File: src/sv/bwi_pkg.sv
package bwi_pkg;

  localparam int BWI_BLOCK_BYTES = 64;
  localparam int SYM_W           = 8;
  localparam int NSYM            = 256;
  localparam int SYM_IDX_W       = 9;
  localparam int HDR_BYTES       = 4;
  localparam int HDR_W           = 32;

  typedef enum logic [2:0] {
    ST_DATA      = 3'd0,
    ST_EMPTY     = 3'd1,
    ST_SHORT     = 3'd2,
    ST_BAD_INDEX = 3'd3,
    ST_OVERFLOW  = 3'd4
  } status_t;

  // block end request from the loader to the sequencer
  typedef struct packed {
    logic    go;
    status_t status;
  } blk_req_t;

  typedef struct packed {
    logic [SYM_W-1:0] data;
    logic             last;
    status_t          status;
  } out_item_t;

endpackage

File: src/sv/bwi_obuf.sv
module bwi_obuf import bwi_pkg::*; (
  input  logic      clk,
  input  logic      rst_n,
  input  logic      push,
  input  out_item_t push_item,
  output logic      push_ok,
  output logic      out_valid,
  input  logic      out_ready,
  output out_item_t out_item
);

  logic      valid_r, valid_nxt;
  out_item_t item_r;

  assign push_ok   = !valid_r || out_ready;
  assign out_valid = valid_r;
  assign out_item  = item_r;

  always_comb begin
    valid_nxt = valid_r;
    if (out_ready) begin
      valid_nxt = 1'b0;
    end
    if (push && push_ok) begin
      valid_nxt = 1'b1;
    end
  end

  always_ff @(posedge clk) begin
    if (!rst_n) begin
      valid_r <= 1'b0;
    end else begin
      valid_r <= valid_nxt;
    end
  end

  always_ff @(posedge clk) begin
    if (push && push_ok) begin
      item_r <= push_item;
    end
  end

endmodule

File: config.mk
export PLATFORM = sky130hd
export DESIGN_NAME = bwi_obuf
export DESIGN_NICKNAME = d
export VERILOG_FILES = /design/src/sv/bwi_pkg.sv /design/src/sv/bwi_obuf.sv
export SDC_FILE = /design/constraint.sdc
export NUM_CORES = 1
export LEC_CHECK = 0
export ABC_AREA = 1
export BUFFER_PORTS_ARGS = -buffer_cell sky130_fd_sc_hd__buf_2
export CAP_MARGIN = 10
export CELL_PAD_IN_SITES_DETAIL_PLACEMENT = 1
export CELL_PAD_IN_SITES_GLOBAL_PLACEMENT = 1
export CORE_MARGIN = 5
export CORE_UTILIZATION = 25
export CTS_BUF_LIST = sky130_fd_sc_hd__clkbuf_16
export DETAILED_ROUTE_END_ITERATION = 8
export PLACE_DENSITY_LB_ADDON = 0.1
export SETUP_SLACK_MARGIN = 0.15
export SLEW_MARGIN = 40
export SYNTH_ARGS = -nofsm -noshare
export SYNTH_HDL_FRONTEND = slang
export SYNTH_SLANG_ARGS = --single-unit
File: constraint.sdc
create_clock -name clk -period 1.4 [get_ports clk]
set_input_delay 0.35 -clock clk [delete_from_list [all_inputs] [get_ports clk]]
set_output_delay 0.35 -clock clk [all_outputs]
set_load 0.05 [all_outputs]
## Word-level counts from Yosys, hierarchy flattened

Cells that the tools add are included.

| cells by class | value |
|---|---|
| div/mod/pow operators | 0 |
| magnitude comparators | 0 |
| multiplexer cells | 2 |
| equal/unequal tests | 0 |
| add/sub/neg operators | 0 |
| bitwise logic cells | 0 |
| multiply operators | 0 |
| shift operators | 0 |
| reductions and logical operators | 4 |

Operators by type and width:

| operator | number |
|---|---|
| $mux W1 | 2 |
| $reduce_bool A2 Y1 | 1 |
| $logic_and A1 B1 Y1 | 1 |
| $logic_not A1 Y1 | 1 |
| $logic_or A1 B1 Y1 | 1 |

| word-level totals | value |
|---|---|
| bits of input ports | 16 |
| logic and storage cells | 10 |
| memories | 0 |
| bits in read-only memories | 0 |
| memory bits (writable) | 0 |
| register bits after elaboration | 13 |
| output and inout bits | 14 |
| latch bits | 0 |

## Depth between registers and ports, before layout

| logic depth | value |
|---|---|
| depth in word-level cells | 4 |
| gate-level depth with buffers | 3 |
| gate-level depth less buffers | 3 |

## Worst setup path before layout

OpenSTA, ideal clock, no wires.

| timing path | value |
|---|---|
| kind | register to register |
| start | register valid_r (netlist: out_valid) |
| end | register item_r, in the netlist out_item[0], enable pin |
| arrival | 1214 ps |
| required time | 1015 ps |
| slack | -199 ps |
| buffers on the path | 0 |
| clock period less this slack | 1599 ps |
| stages on the path, launching flop included | 2 |
| library setup time | 385 ps |
| cell sequence | dfxtp_1 a21oi_1 |

| between the ends | value |
|---|---|
| cells in the longest elaborated chain, start to end | 3 |

RTL lines:

| item | line | source |
|---|---|---|
| from (decl) | bwi_obuf.sv:12 | `logic valid_r, valid_nxt;` |
| from (signal assigned) | bwi_obuf.sv:33 | `valid_r <= valid_nxt;` |
| $logic_not A1 Y1 | bwi_obuf.sv:15 | `assign push_ok = !valid_r \|\| out_ready;` |
| $logic_or A1 B1 Y1 | bwi_obuf.sv:15 |  |
| $logic_and A1 B1 Y1 | bwi_obuf.sv:38 | `if (push && push_ok) begin` |
| to (signal assigned) | bwi_obuf.sv:39 | `item_r <= push_item;` |
| to (decl) | bwi_obuf.sv:13 | `out_item_t item_r;` |

Every way passes these cells.
A chain may end at the register's enable or synchronous reset.

## Worst setup path after layout

| timing path | value |
|---|---|
| start | register valid_r (netlist: out_valid) |
| end | output port out_valid |

RTL lines:

| item | line | source |
|---|---|---|
| to (decl) | bwi_obuf.sv:7 | `output logic out_valid,` |

No word-level cell between the ends.

==> metrics <==
Area growth syn-to-layout 62.9%; mapped cell area 412 um^2; fmax 0.829 GHz; Total Neg Setup Slack 0 ns; flops & latches, synth 13; DR vias 287; fraction of layout cells with a size suffix above 1 71.7%; H-tree levels 1; clk_lat worst skew 0.23 ns; IO buf count 29; RSZ-0062 raised after global routing false; DRC Markers 0; Max-slew headroom 83.0%; Synth cell types 7; Clock transition at path regs 0.04 ns; Clock Root Buffer clkbuf_16; CTS tree done; leakage 0.307 nW; GPL Wtd Cong 0.634; first-pass GRT wire length 1.32 mm; global route overflow 0; Worst EP arrival 0.86 ns; crit path capture type output port; Worst path slowest cell dfxtp_2; Hold Vio Cnt, Final 0; vias per std cell 4.16; # nets final 70; Syn Nets 35; Critical Path Max Stage Delay 0.35 ns; final max-slew violation count 0; total I/O pin count 30; final hold slack 0.288 ns; hold_buf cts 0; post-DP HPWL 767 um; syn_area_per_cell 21.7 um^2; die area 2560 um^2; Die Height 50.6 um; initial antenna violation count 0; status completed; core area 1540 um^2; antenna-violating nets left 0; Max Clock Skew 0.000190 ns; Core Rows 14; largest net degree at the start of global routing 13; minimum clock period 1.21 ns; Max IR drop VDD 0.901 mV; number of fill cells 165; WL per Instance 13.1 um; Hold/Removal Path Class primary input to flip-flop; WL final 903 um; CP bufs+invs 1; CTS sink cnt 13; final setup fails 0; Syn Inst Count 19; number of global-route vias before repair 342; drt pass-1 iters 2; sequential-to-total area share from yosys stat 92.4%; Worst-Margin Slew 0.256 ns; Max Root-Sink Buffers 2; Starting Density 26.7%; period utilization 86.1%; Worst setup SP type flip-flop; CP required 1.05 ns; CTS Buf Count 3; Detailed Route Iter0 Violations 1; max_cap viols 0; kind of critical path flip-flop to output port; Die X 50.6 um; Ant. Diodes 0; CP Max Fanout 3; gr usage total 7.32%; warnings from Yosys 0; total power draw 1.12 mW; power density cells 1660 nW/um^2; CP top delay family flip-flops; cell-by-cell trace of the critical path buf_2
## cells by family after synthesis
| group | share of synthesized area, % |
|---|---|
| buf+inv | 2.74 |
| flops | 92.4 |
| simple gates | 1.52 |
| compound gates | 3.34 |
## worst reg2reg max path, cell delays in order (launching register included)
cell and delay [ns]:
dfxtp_2 0.33, a21oi_2 0.13, buf_4 0.21
## layout by cell type (no fill, tap or decap), drive strengths merged
cell | Yosys | routed
clkbuf | 0 | 3
buf | 0 | 30
nand2 | 1 | 1
dfxtp | 1 | 1
inv | 3 | 4
edfxtp | 12 | 12
a21oi | 2 | 2
## timing repair
| action | 4_1_cts | 5_1_grt |
|---|---|---|
| gates resized for setup | 1 | 0 |
| buffers inserted | 0 | 0 |
| endpoints found under the setup margin | 1 | 0 |
## synth_stat cells
| cell | n | area share (%) |
|---|---|---|
| a21oi_1 | 1 | 1.2 |
| a21oi_2 | 1 | 2.1 |
| dfxtp_1 | 1 | 4.9 |
| edfxtp_1 | 12 | 88 |
| inv_1 | 2 | 1.8 |
| inv_2 | 1 | 0.91 |
| nand2_2 | 1 | 1.5 |
## power by group
| group | leakage [nW] | switching, mW | internal, mW |
|---|---|---|---|
| registers | 0.125 | 0.00635 | 0.453 |
| logic | 0.140 | 0.109 | 0.0360 |
| clock network | 0.0423 | 0.137 | 0.375 |
| total | 0.307 | 0.252 | 0.864 |
## final cells by class
cell class | count | area [um^2] | area share (%)
Sequential cell | 13 | 382 | 56.9
Multi-Input combinational cell | 3 | 23.8 | 3.54
Timing Repair Buffer | 30 | 155 | 23.1
Inverter | 3 | 11.3 | 1.68
Tap cell | 16 | 20.0 | 2.99
Clock inverter | 1 | 3.75 | 0.560
Clock buffer | 3 | 75.1 | 11.2
## flip-flops by register name, indices dropped and copies added (netlist names)
signal / cells
out_item: 12
out_valid: 1
## per-stage QoR
| stage | setup WS, ns | instances | cell area, um^2 | utilization (%) |
|---|---|---|---|---|
| after CTS | 0.183 | 69 | 671 | 43.5 |
| after detailed placement | 0.249 | 65 | 589 | 38.2 |
| after floorplan | 0.179 | 19 | 417 | - |
| after global placement | 0.267 | 65 | 589 | 38.2 |
| final | 0.194 | 69 | 671 | 43.5 |
| after global routing | 0.161 | 69 | 671 | 43.5 |
## worst paths after layout
check	cells past startpoint	to	from	slack (ns)
max	1	out_valid	out_valid$_SDFFE_PN0P_	0.19
min	1	out_item[10]$_DFFE_PP_	push_item[10]	0.29
max reg2reg	2	out_item[11]$_DFFE_PP_	out_valid$_SDFFE_PN0P_	0.43
min reg2reg	2	out_valid$_SDFFE_PN0P_	out_valid$_SDFFE_PN0P_	0.50
## per-layer routing
layer / global-route usage [%] / up-vias / wire length (um) / part of all wire, %
li1: - / 135 / - / -
met1: 4.19 / 131 / 255 / 28
met2: 15.9 / 21 / 549 / 61
met3: 5.33 / 0 / 98 / 11
met4: 1.28 / 0 / 0 / 0
met5: 0 / - / 0 / 0
(Power assumes the default switching activity.)
