$ cat config.mk
export PLATFORM = sky130hd
export DESIGN_NAME = bwi_seq
export DESIGN_NICKNAME = d
export VERILOG_FILES = /design/src/sv/bwi_pkg.sv /design/src/sv/bwi_seq.sv
export SDC_FILE = /design/constraint.sdc
export NUM_CORES = 2
export LEC_CHECK = 0
export BUFFER_PORTS_ARGS = -buffer_cell sky130_fd_sc_hd__buf_2
export CAP_MARGIN = 10
export CORE_MARGIN = 2
export CORE_UTILIZATION = 57
export DETAILED_ROUTE_END_ITERATION = 10
export GPL_ROUTABILITY_DRIVEN = 0
export PLACE_DENSITY_LB_ADDON = 0.2
export SYNTH_ARGS = -nofsm -noshare
export SYNTH_HDL_FRONTEND = slang
export SYNTH_MEMORY_MAX_BITS = 65536
export SYNTH_SLANG_ARGS = --single-unit
$ cat constraint.sdc
create_clock -name clk -period 14.8 [get_ports clk]
set_input_delay 0.74 -clock clk [delete_from_list [all_inputs] [get_ports clk]]
set_output_delay 0.74 -clock clk [all_outputs]
set_load 0.02 [all_outputs]
$ cat src/sv/bwi_pkg.sv
package bwi_pkg;

  localparam int BWI_BLOCK_BYTES = 64;
  localparam int SYM_W           = 8;
  localparam int NSYM            = 256;
  localparam int SYM_IDX_W       = 9;
  localparam int HDR_BYTES       = 4;
  localparam int HDR_W           = 32;

  typedef enum logic [2:0] {
    ST_DATA      = 3'd0,
    ST_EMPTY     = 3'd1,
    ST_SHORT     = 3'd2,
    ST_BAD_INDEX = 3'd3,
    ST_OVERFLOW  = 3'd4
  } status_t;

  // block end request from the loader to the sequencer
  typedef struct packed {
    logic    go;
    status_t status;
  } blk_req_t;

  typedef struct packed {
    logic [SYM_W-1:0] data;
    logic             last;
    status_t          status;
  } out_item_t;

endpackage

$ cat src/sv/bwi_seq.sv
module bwi_seq import bwi_pkg::*; #(
  parameter int BLOCK_BYTES = BWI_BLOCK_BYTES,
  parameter int AW = (BLOCK_BYTES > 1) ? $clog2(BLOCK_BYTES) : 1,
  parameter int LW = $clog2(BLOCK_BYTES + 1)
) (
  input  logic             clk,
  input  logic             rst_n,
  input  logic             lc_we,
  input  logic [AW-1:0]    lc_waddr,
  input  logic [SYM_W-1:0] lc_wdata,
  input  blk_req_t         req,
  input  logic [LW-1:0]    req_len,
  input  logic [AW-1:0]    req_start,
  output logic             rdy,
  output logic             push,
  output out_item_t        push_item,
  input  logic             push_ok
);

  typedef enum logic [11:0] {
    S_CLEAR  = 12'b0000_0000_0001,
    S_IDLE   = 12'b0000_0000_0010,
    S_CNT_A  = 12'b0000_0000_0100,
    S_CNT_B  = 12'b0000_0000_1000,
    S_CNT_C  = 12'b0000_0001_0000,
    S_BASE   = 12'b0000_0010_0000,
    S_LF_A   = 12'b0000_0100_0000,
    S_LF_B   = 12'b0000_1000_0000,
    S_LF_C   = 12'b0001_0000_0000,
    S_WALK_A = 12'b0010_0000_0000,
    S_WALK_B = 12'b0100_0000_0000,
    S_STAT   = 12'b1000_0000_0000
  } state_t;

  logic [SYM_W-1:0] lc_mem   [BLOCK_BYTES];
  logic [SYM_W-1:0] fc_mem   [BLOCK_BYTES];
  logic [AW-1:0]    lf_mem   [BLOCK_BYTES];
  logic [LW-1:0]    cnt_mem  [NSYM];
  logic [LW-1:0]    base_mem [NSYM];

  logic [SYM_W-1:0] lc_q, fc_q;
  logic [AW-1:0]    lf_q;
  logic [LW-1:0]    cnt_q, base_q;

  state_t               state_r, state_nxt;
  logic [LW-1:0]        idx_r, idx_nxt;
  logic [LW-1:0]        len_r, len_nxt;
  logic [AW-1:0]        row_r, row_nxt;
  logic [SYM_W-1:0]     sym_r, sym_nxt;
  logic [SYM_IDX_W-1:0] c_r, c_nxt;
  logic                 wv_r, wv_nxt;
  logic [SYM_W-1:0]     wa_r, wa_nxt;
  logic [LW-1:0]        sum_r, sum_nxt;
  status_t              stat_r, stat_nxt;

  logic             idx_last;
  logic             cnt_we, base_we, col_we;
  logic [SYM_W-1:0] cnt_waddr, cnt_raddr, base_waddr;
  logic [LW-1:0]    cnt_wdata, base_wdata;

  assign rdy       = (state_r == S_IDLE);
  assign idx_last  = (idx_r == len_r - LW'(1));
  assign cnt_raddr = (state_r == S_BASE) ? c_r[SYM_W-1:0] : lc_q;

  always_comb begin
    state_nxt  = state_r;
    idx_nxt    = idx_r;
    len_nxt    = len_r;
    row_nxt    = row_r;
    sym_nxt    = sym_r;
    c_nxt      = c_r;
    wv_nxt     = 1'b0;
    wa_nxt     = wa_r;
    sum_nxt    = sum_r;
    stat_nxt   = stat_r;
    cnt_we     = 1'b0;
    cnt_waddr  = sym_r;
    cnt_wdata  = '0;
    base_we    = 1'b0;
    base_waddr = wa_r;
    base_wdata = sum_r;
    col_we     = 1'b0;
    push       = 1'b0;
    push_item  = '{data: '0, last: 1'b1, status: stat_r};
    unique case (state_r)
      S_CLEAR: begin
        cnt_we    = 1'b1;
        cnt_waddr = c_r[SYM_W-1:0];
        c_nxt     = c_r + SYM_IDX_W'(1);
        if (c_r[SYM_W-1:0] == '1) begin
          state_nxt = S_IDLE;
        end
      end
      S_IDLE: begin
        if (req.go) begin
          len_nxt   = req_len;
          row_nxt   = req_start;
          idx_nxt   = '0;
          stat_nxt  = req.status;
          state_nxt = (req.status == ST_DATA) ? S_CNT_A : S_STAT;
        end
      end
      S_CNT_A: state_nxt = S_CNT_B;
      S_CNT_B: begin
        sym_nxt   = lc_q;
        state_nxt = S_CNT_C;
      end
      S_CNT_C: begin
        // write lands before the next count read in S_CNT_B: no overlap
        cnt_we    = 1'b1;
        cnt_waddr = sym_r;
        cnt_wdata = cnt_q + LW'(1);
        idx_nxt   = idx_r + LW'(1);
        if (idx_last) begin
          idx_nxt   = '0;
          c_nxt     = '0;
          sum_nxt   = '0;
          state_nxt = S_BASE;
        end else begin
          state_nxt = S_CNT_A;
        end
      end
      S_BASE: begin
        // read symbol c while writing back symbol c-1
        if (!c_r[SYM_IDX_W-1]) begin
          wv_nxt = 1'b1;
          wa_nxt = c_r[SYM_W-1:0];
          c_nxt  = c_r + SYM_IDX_W'(1);
        end
        if (wv_r) begin
          cnt_we     = 1'b1;
          cnt_waddr  = wa_r;
          cnt_wdata  = '0;
          base_we    = 1'b1;
          base_waddr = wa_r;
          base_wdata = sum_r;
          sum_nxt    = sum_r + cnt_q;
        end
        if (c_r[SYM_IDX_W-1]) begin
          state_nxt = S_LF_A;
        end
      end
      S_LF_A: state_nxt = S_LF_B;
      S_LF_B: begin
        sym_nxt   = lc_q;
        state_nxt = S_LF_C;
      end
      S_LF_C: begin
        // the base runs up per symbol and gives the sorted row directly
        base_we    = 1'b1;
        base_waddr = sym_r;
        base_wdata = base_q + LW'(1);
        col_we     = 1'b1;
        idx_nxt    = idx_r + LW'(1);
        if (idx_last) begin
          idx_nxt   = '0;
          state_nxt = S_WALK_A;
        end else begin
          state_nxt = S_LF_A;
        end
      end
      S_WALK_A: state_nxt = S_WALK_B;
      S_WALK_B: begin
        push      = 1'b1;
        push_item = '{data: fc_q, last: idx_last, status: ST_DATA};
        if (push_ok) begin
          row_nxt   = lf_q;
          idx_nxt   = idx_r + LW'(1);
          state_nxt = idx_last ? S_IDLE : S_WALK_A;
        end
      end
      S_STAT: begin
        push = 1'b1;
        if (push_ok) begin
          state_nxt = S_IDLE;
        end
      end
      default: state_nxt = S_CLEAR;
    endcase
  end

  always_ff @(posedge clk) begin
    if (!rst_n) begin
      state_r <= S_CLEAR;
      c_r     <= '0;
      wv_r    <= 1'b0;
    end else begin
      state_r <= state_nxt;
      c_r     <= c_nxt;
      wv_r    <= wv_nxt;
    end
  end

  always_ff @(posedge clk) begin
    idx_r  <= idx_nxt;
    len_r  <= len_nxt;
    row_r  <= row_nxt;
    sym_r  <= sym_nxt;
    wa_r   <= wa_nxt;
    sum_r  <= sum_nxt;
    stat_r <= stat_nxt;
  end

  always_ff @(posedge clk) begin
    if (lc_we) begin
      lc_mem[lc_waddr] <= lc_wdata;
    end
    lc_q <= lc_mem[idx_r[AW-1:0]];
  end

  always_ff @(posedge clk) begin
    if (cnt_we) begin
      cnt_mem[cnt_waddr] <= cnt_wdata;
    end
    cnt_q <= cnt_mem[cnt_raddr];
  end

  always_ff @(posedge clk) begin
    if (base_we) begin
      base_mem[base_waddr] <= base_wdata;
    end
    base_q <= base_mem[lc_q];
  end

  always_ff @(posedge clk) begin
    if (col_we) begin
      fc_mem[base_q[AW-1:0]] <= sym_r;
      lf_mem[base_q[AW-1:0]] <= idx_r[AW-1:0];
    end
    fc_q <= fc_mem[row_r];
    lf_q <= lf_mem[row_r];
  end

endmodule

Word-level counts from Yosys, hierarchy flattened
Memories as Yosys holds them, arrays and structs flattened. A register that Yosys moved wholly into a read port is not among the register bits.
Cells that the tools add are included.
W data, S select, Z words.

cells by class
  add/sub/neg operators = 6
  equality and inequality tests = 22
  muxes and demuxes = 44
  bitwise operators = 1
  reductions and logical operators = 18

operators by type and width
  cell                    number
  $pmux W12 S12           1
  $mux W12                7
  $mux W7                 7
  $pmux W9 S3             1
  $mux W8                 3
  $add A7 B1 Y7 const B   3
  $pmux W7 S3             1
  $mux W10                2
  $mux W6                 3
  $mux W9                 2
  $ne A2 B2 Y1 const B    8
  $pmux W8 S2             1
  $pmux W7 S2             1
  $eq A12 B1 Y1 const B   1
  $eq A12 B10 Y1 const B  1
  $eq A12 B11 Y1 const B  1
  $eq A12 B12 Y1 const B  1
  $eq A12 B2 Y1 const B   1
  $eq A12 B3 Y1 const B   1
  $eq A12 B4 Y1 const B   1
  $eq A12 B5 Y1 const B   1
  $eq A12 B6 Y1 const B   1
  $eq A12 B7 Y1 const B   1
  $eq A12 B8 Y1 const B   1
  other kinds (17)        40

storage, ports and cells
  bits in registers = 68
  memory bits (writable) = 4992
  input port bits = 35
  output and inout bits = 14
  memories kept = 5

memories
  name      words  bits a word  read ports  clocked after memory_dff  wr ports  RTL line       source
  base_mem  256    7            1           1                         1         bwi_seq.sv:39  logic [LW-1:0] base_mem [NSYM];
  cnt_mem   256    7            1           1                         1         bwi_seq.sv:38  logic [LW-1:0] cnt_mem [NSYM];
  fc_mem    64     8            1           1                         1         bwi_seq.sv:36  logic [SYM_W-1:0] fc_mem [BLOCK_BYTES];
  lc_mem    64     8            1           1                         1         bwi_seq.sv:35  logic [SYM_W-1:0] lc_mem [BLOCK_BYTES];
  lf_mem    64     6            1           1                         1         bwi_seq.sv:37  logic [AW-1:0] lf_mem [BLOCK_BYTES];

Longest topological paths before layout
  word-level depth = 5
  depth in mapped cells = 16
  depth with buffers taken out = 12

Worst setup path before layout
OpenSTA, ideal clock, no wires.

  kind = reg2reg
  from = register state_r[11]
  to = memory base_mem[0][3] (netlist name) (data pin)
  setup time = 2.187 ns
  data arrival time = 11.853 ns
  data required time = 12.613 ns
  path slack = 0.760 ns
  stages on the path, launching flop included = 8
  cells stage by stage = dfxtp_1 -> or4_1 -> nor3_1 -> nand3_1 -> clkbuf_1 -> clkbuf_1 -> clkbuf_1 -> o21ai_0

between the ends
  word-level cells in the longest chain between the ends = 2

RTL lines
  item                    RTL line        source
  start, declared         bwi_seq.sv:45   state_t state_r, state_nxt;
  start signal, assigned  bwi_seq.sv:188  state_r <= state_nxt;
  $eq A12 B9 Y1           bwi_seq.sv:85   unique case (state_r)
  $mux W7                 -
  net base_wdata[3]       bwi_seq.sv:59   logic [LW-1:0] cnt_wdata, base_wdata;
  end, declared           bwi_seq.sv:39

The timed path passes the listed nets, and every way through them passes these cells.

Final worst setup path
  from = register state_r[2]
  to = register cnt_q[1], read port of cnt_mem

between the ends
  word-level cells in the longest chain between the ends = 2

RTL lines
  item           RTL line       source
  $eq A12 B6 Y1  bwi_seq.sv:63  assign cnt_raddr = (state_r == S_BASE) ? c_r[SYM_W-1:0] : lc_q;
  $mux W8        bwi_seq.sv:63
  end, declared  bwi_seq.sv:43  logic [LW-1:0] cnt_q, base_q;

Every way passes these cells.
A chain may end at the register's enable or synchronous reset.

==> results.md <==
- Status: complete, no violations
- Mapped Avg Cell Area: 18.7 um2
- Worst reg2reg endpoint: cnt_q[1]
- RSZ-0062 raised after global routing: no
- Number of flops mapped to enable cells by yosys: 4525
- Crit end category: flop
- CP Max Fanout: 125
- Register-to-register path setup slack: 8.41 ns
- IO buf count: 48
- TritonCTS clock tree: done
- Worst setup SP type: flop
- Die X: 565 um
- Sequential area share after synthesis: 76.3%
- Cell area after synthesis: 179000 um2
- Maximum vdd drop: 0.000111 V
- CTS Buffer Depth: 4
- Drt drc: 0
- Die height: 565 um
- Num ports: 49
- Worst-Margin Slew: 1.40 ns
- Synth Warn #: 0
- Total GRT Usage: 28.7%
- Setup Viol. Count Final: 0
- CP Class: reg -> reg
- Post-synthesis register bit count: 4581
- Final hold vios: 0
- Fmax: 157 MHz
- Core Rows: 206
- Clock Power Share: 40.9%
- CP Data Required Time: 15.68 ns
- HPWL after DPL: 269000 um
- Root Buffer: clkbuf_16
- Share of layout cells above drive strength 1: 19.5%
- Final net count: 9772
- Synth cell types: 70
- Setup TNS Final: 0 ns
- Initial antenna violation count: 28
- Power Density: 139 nW/um2
- Hold EP: state_r[0]
- Top FF cell, synth: edfxtp_1
- Sequential power share: 51.7%
- Min-Delay Path Depth: 2
- Aggregate global routing overflow: 0
- Area leader, netlist: edfxtp_1
- Filler Cell Count: 21000
- Clk_lat worst skew: 0.99 ns
- Largest net degree at the start of global routing: 254
- Sw power: 6.31 mW
- Vias in the first global route: 92400
- Clk sink count: 4581
- Core Area: 314000 um2
- Area of the multi-input gates: 40300 um2
- Worst hold path type: in -> reg
- Htree depth: 5
- Max-slew violations: 0
- CP Data Arrival Time: 7.26 ns
- Vias per cell: 6.64
- DR WL/cell: 32.2 um
- Register area: 137000 um2
- DRT iter0 DRCs: 13300
- Syn Nets: 9630
- FF-to-FF path depth: 13
- Via count: 94800
- Die ar.: 319000 um2
- Minimum clock period: 6.39 ns
- Leakage: 60.7 nW
- First-pass GRT wire length: 659000 um
- Sw Share: 22.9%
- Hold_sp: rst_n
- Worst r2r src: state_r[2]
- Final period util: 43.1%
- Syn-to-layout area delta: 11.0%
- Rel. slew slack: 6.63%
- DRT antenna net count: 0
- Skew final: 0.0616 ns
- Num CTS Buffers: 447
- Most common library cells after synthesis: 4525 x edfxtp_1, 1066 x nand2_1, 972 x mux4_2
- WL final: 459000 um
- Main area contributors after synthesis: edfxtp_1 76%, mux4_2 12%, nand2_1 2.2%
- Comb pwr share: 7.4%
- Initial Util: 57.1%
- DRT Pass-1 Iters: 9
- Ys async rst share: 0%
- Mapped Cells: 9583
- Internal power: 21.3 mW
- Pwr Total: 27.6 mW
- Clock-pin slew on the worst setup and hold paths: 0.07 ns
- PostCTS Resize Cnt: 0
- Max-Cap Viols: 0
- Synth top area share: 75.7%
- Top-count cell post-synth: edfxtp_1
[critical path: stages, from the launching register on]
cell,delay (ns)
dfxtp_1,0.35
nor3_1,0.60
a41o_2,0.31
buf_4,0.59
nand2_4,0.52
buf_12,0.38
nand2_4,0.50
buf_4,0.67
a21oi_1,0.09
nor4_1,0.86
a31oi_1,0.48
nand4_1,0.30
a211oi_1,0.07
a211o_1,0.30
[power by group through the flow]
stage | sequential [mW] | combinational (mW) | clock, mW
3_3_place_gp | 14.6 | 1.96 | 0
3_5_place_dp | 14.6 | 1.99 | 0
6_report | 14.3 | 2.04 | 11.3
2_1_floorplan | 14.5 | 1.21 | 0
5_1_grt | 14.3 | 2.11 | 11.9
4_1_cts | 14.3 | 2.00 | 11.4
[logic make-up (layout without fill, tap and decap cells)]
group / count (synthesis) / count (layout) / share of synthesized area (%)
adders and majority gates: 12 / 12 / 0.0878
other: 0 / 16 / 0
and+or+nand+nor: 2281 / 2281 / 5.34
DFF: 4581 / 4581 / 76.3
muxes: 1257 / 1257 / 13.8
buffers and inverters: 589 / 1097 / 1.38
xor gates and xnor gates: 37 / 37 / 0.181
AOI/OAI and AO/OA: 826 / 826 / 2.88
[worst max-delay path by stage]
| stage | startpoint | to |
|---|---|---|
| after CTS | lc_q[1] | cnt_q[4] |
| after global placement | lc_q[1] | cnt_q[4] |
| after global routing | lc_q[1] | cnt_q[4] |
| after detailed placement | lc_q[1] | cnt_q[4] |
| after floorplan | state_r[11] | base_mem[0][3] |
| final | state_r[2] | cnt_q[1] |
[timing repair]
action | in CTS | in global routing
buffers inserted | 0 | 0
hold buffers | 3 | 0
endpoints found under the hold margin | 3 | 0
[registers in the layout, indices dropped and copies added (netlist names), 6 cells and up]
register and count:
base_mem 1536, cnt_mem 1536, fc_mem 512, lc_mem 512, lf_mem 384, state_r 12
c_r 9, fc_q 8, lc_q 8, sym_r 8, wa_r 8, idx_r 7
len_r 7, base_q 6, cnt_q 6, lf_q 6, row_r 6, sum_r 6
[final cells by class]
class | instances | share of cell area (%)
diodes | 16 | 0.0201
clock inverters | 265 | 1.37
well taps | 4160 | 2.61
multi-input cells | 4413 | 20.2
flip-flops and latches | 4581 | 68.8
clock buffers | 550 | 5.91
repair buffers | 266 | 1.05
inverters | 16 | 0.0301
[cells in the final DEF (no fill, tap or decap), drive strengths merged, types with 167 or more instances in the layout]
cell    count
a21oi     354
buf       262
clkbuf    551
clkinv    194
edfxtp   4525
mux2i     273
mux4      972
nand2    1066
nand3     167
nor2      729
[routing by layer]
layer,vias up,wire (um),track usage (%),part of all wire (%)
li1,38800,-,-,-
met1,49300,179000,42.1,39
met2,5685,211000,43.0,46
met3,984,49500,6.13,11
met4,10,18900,10.6,4.1
met5,-,73,0,0.016
[metrics by stage]
stage	utilization [%]	area [um2]	std cells	worst slack (ns)	hold slack, ns
finish	63.4	199000	14300	8.41	0.0786
global route	63.4	199000	14300	8.26	0.0417
CTS	63.4	199000	14200	8.56	0.00481
detailed placement	58.8	185000	13400	8.59	0.511
global placement	58.8	185000	13400	8.77	0.499
floorplan	-	179000	9583	0.760	0.406
Power figures use the tool's default switching activity.
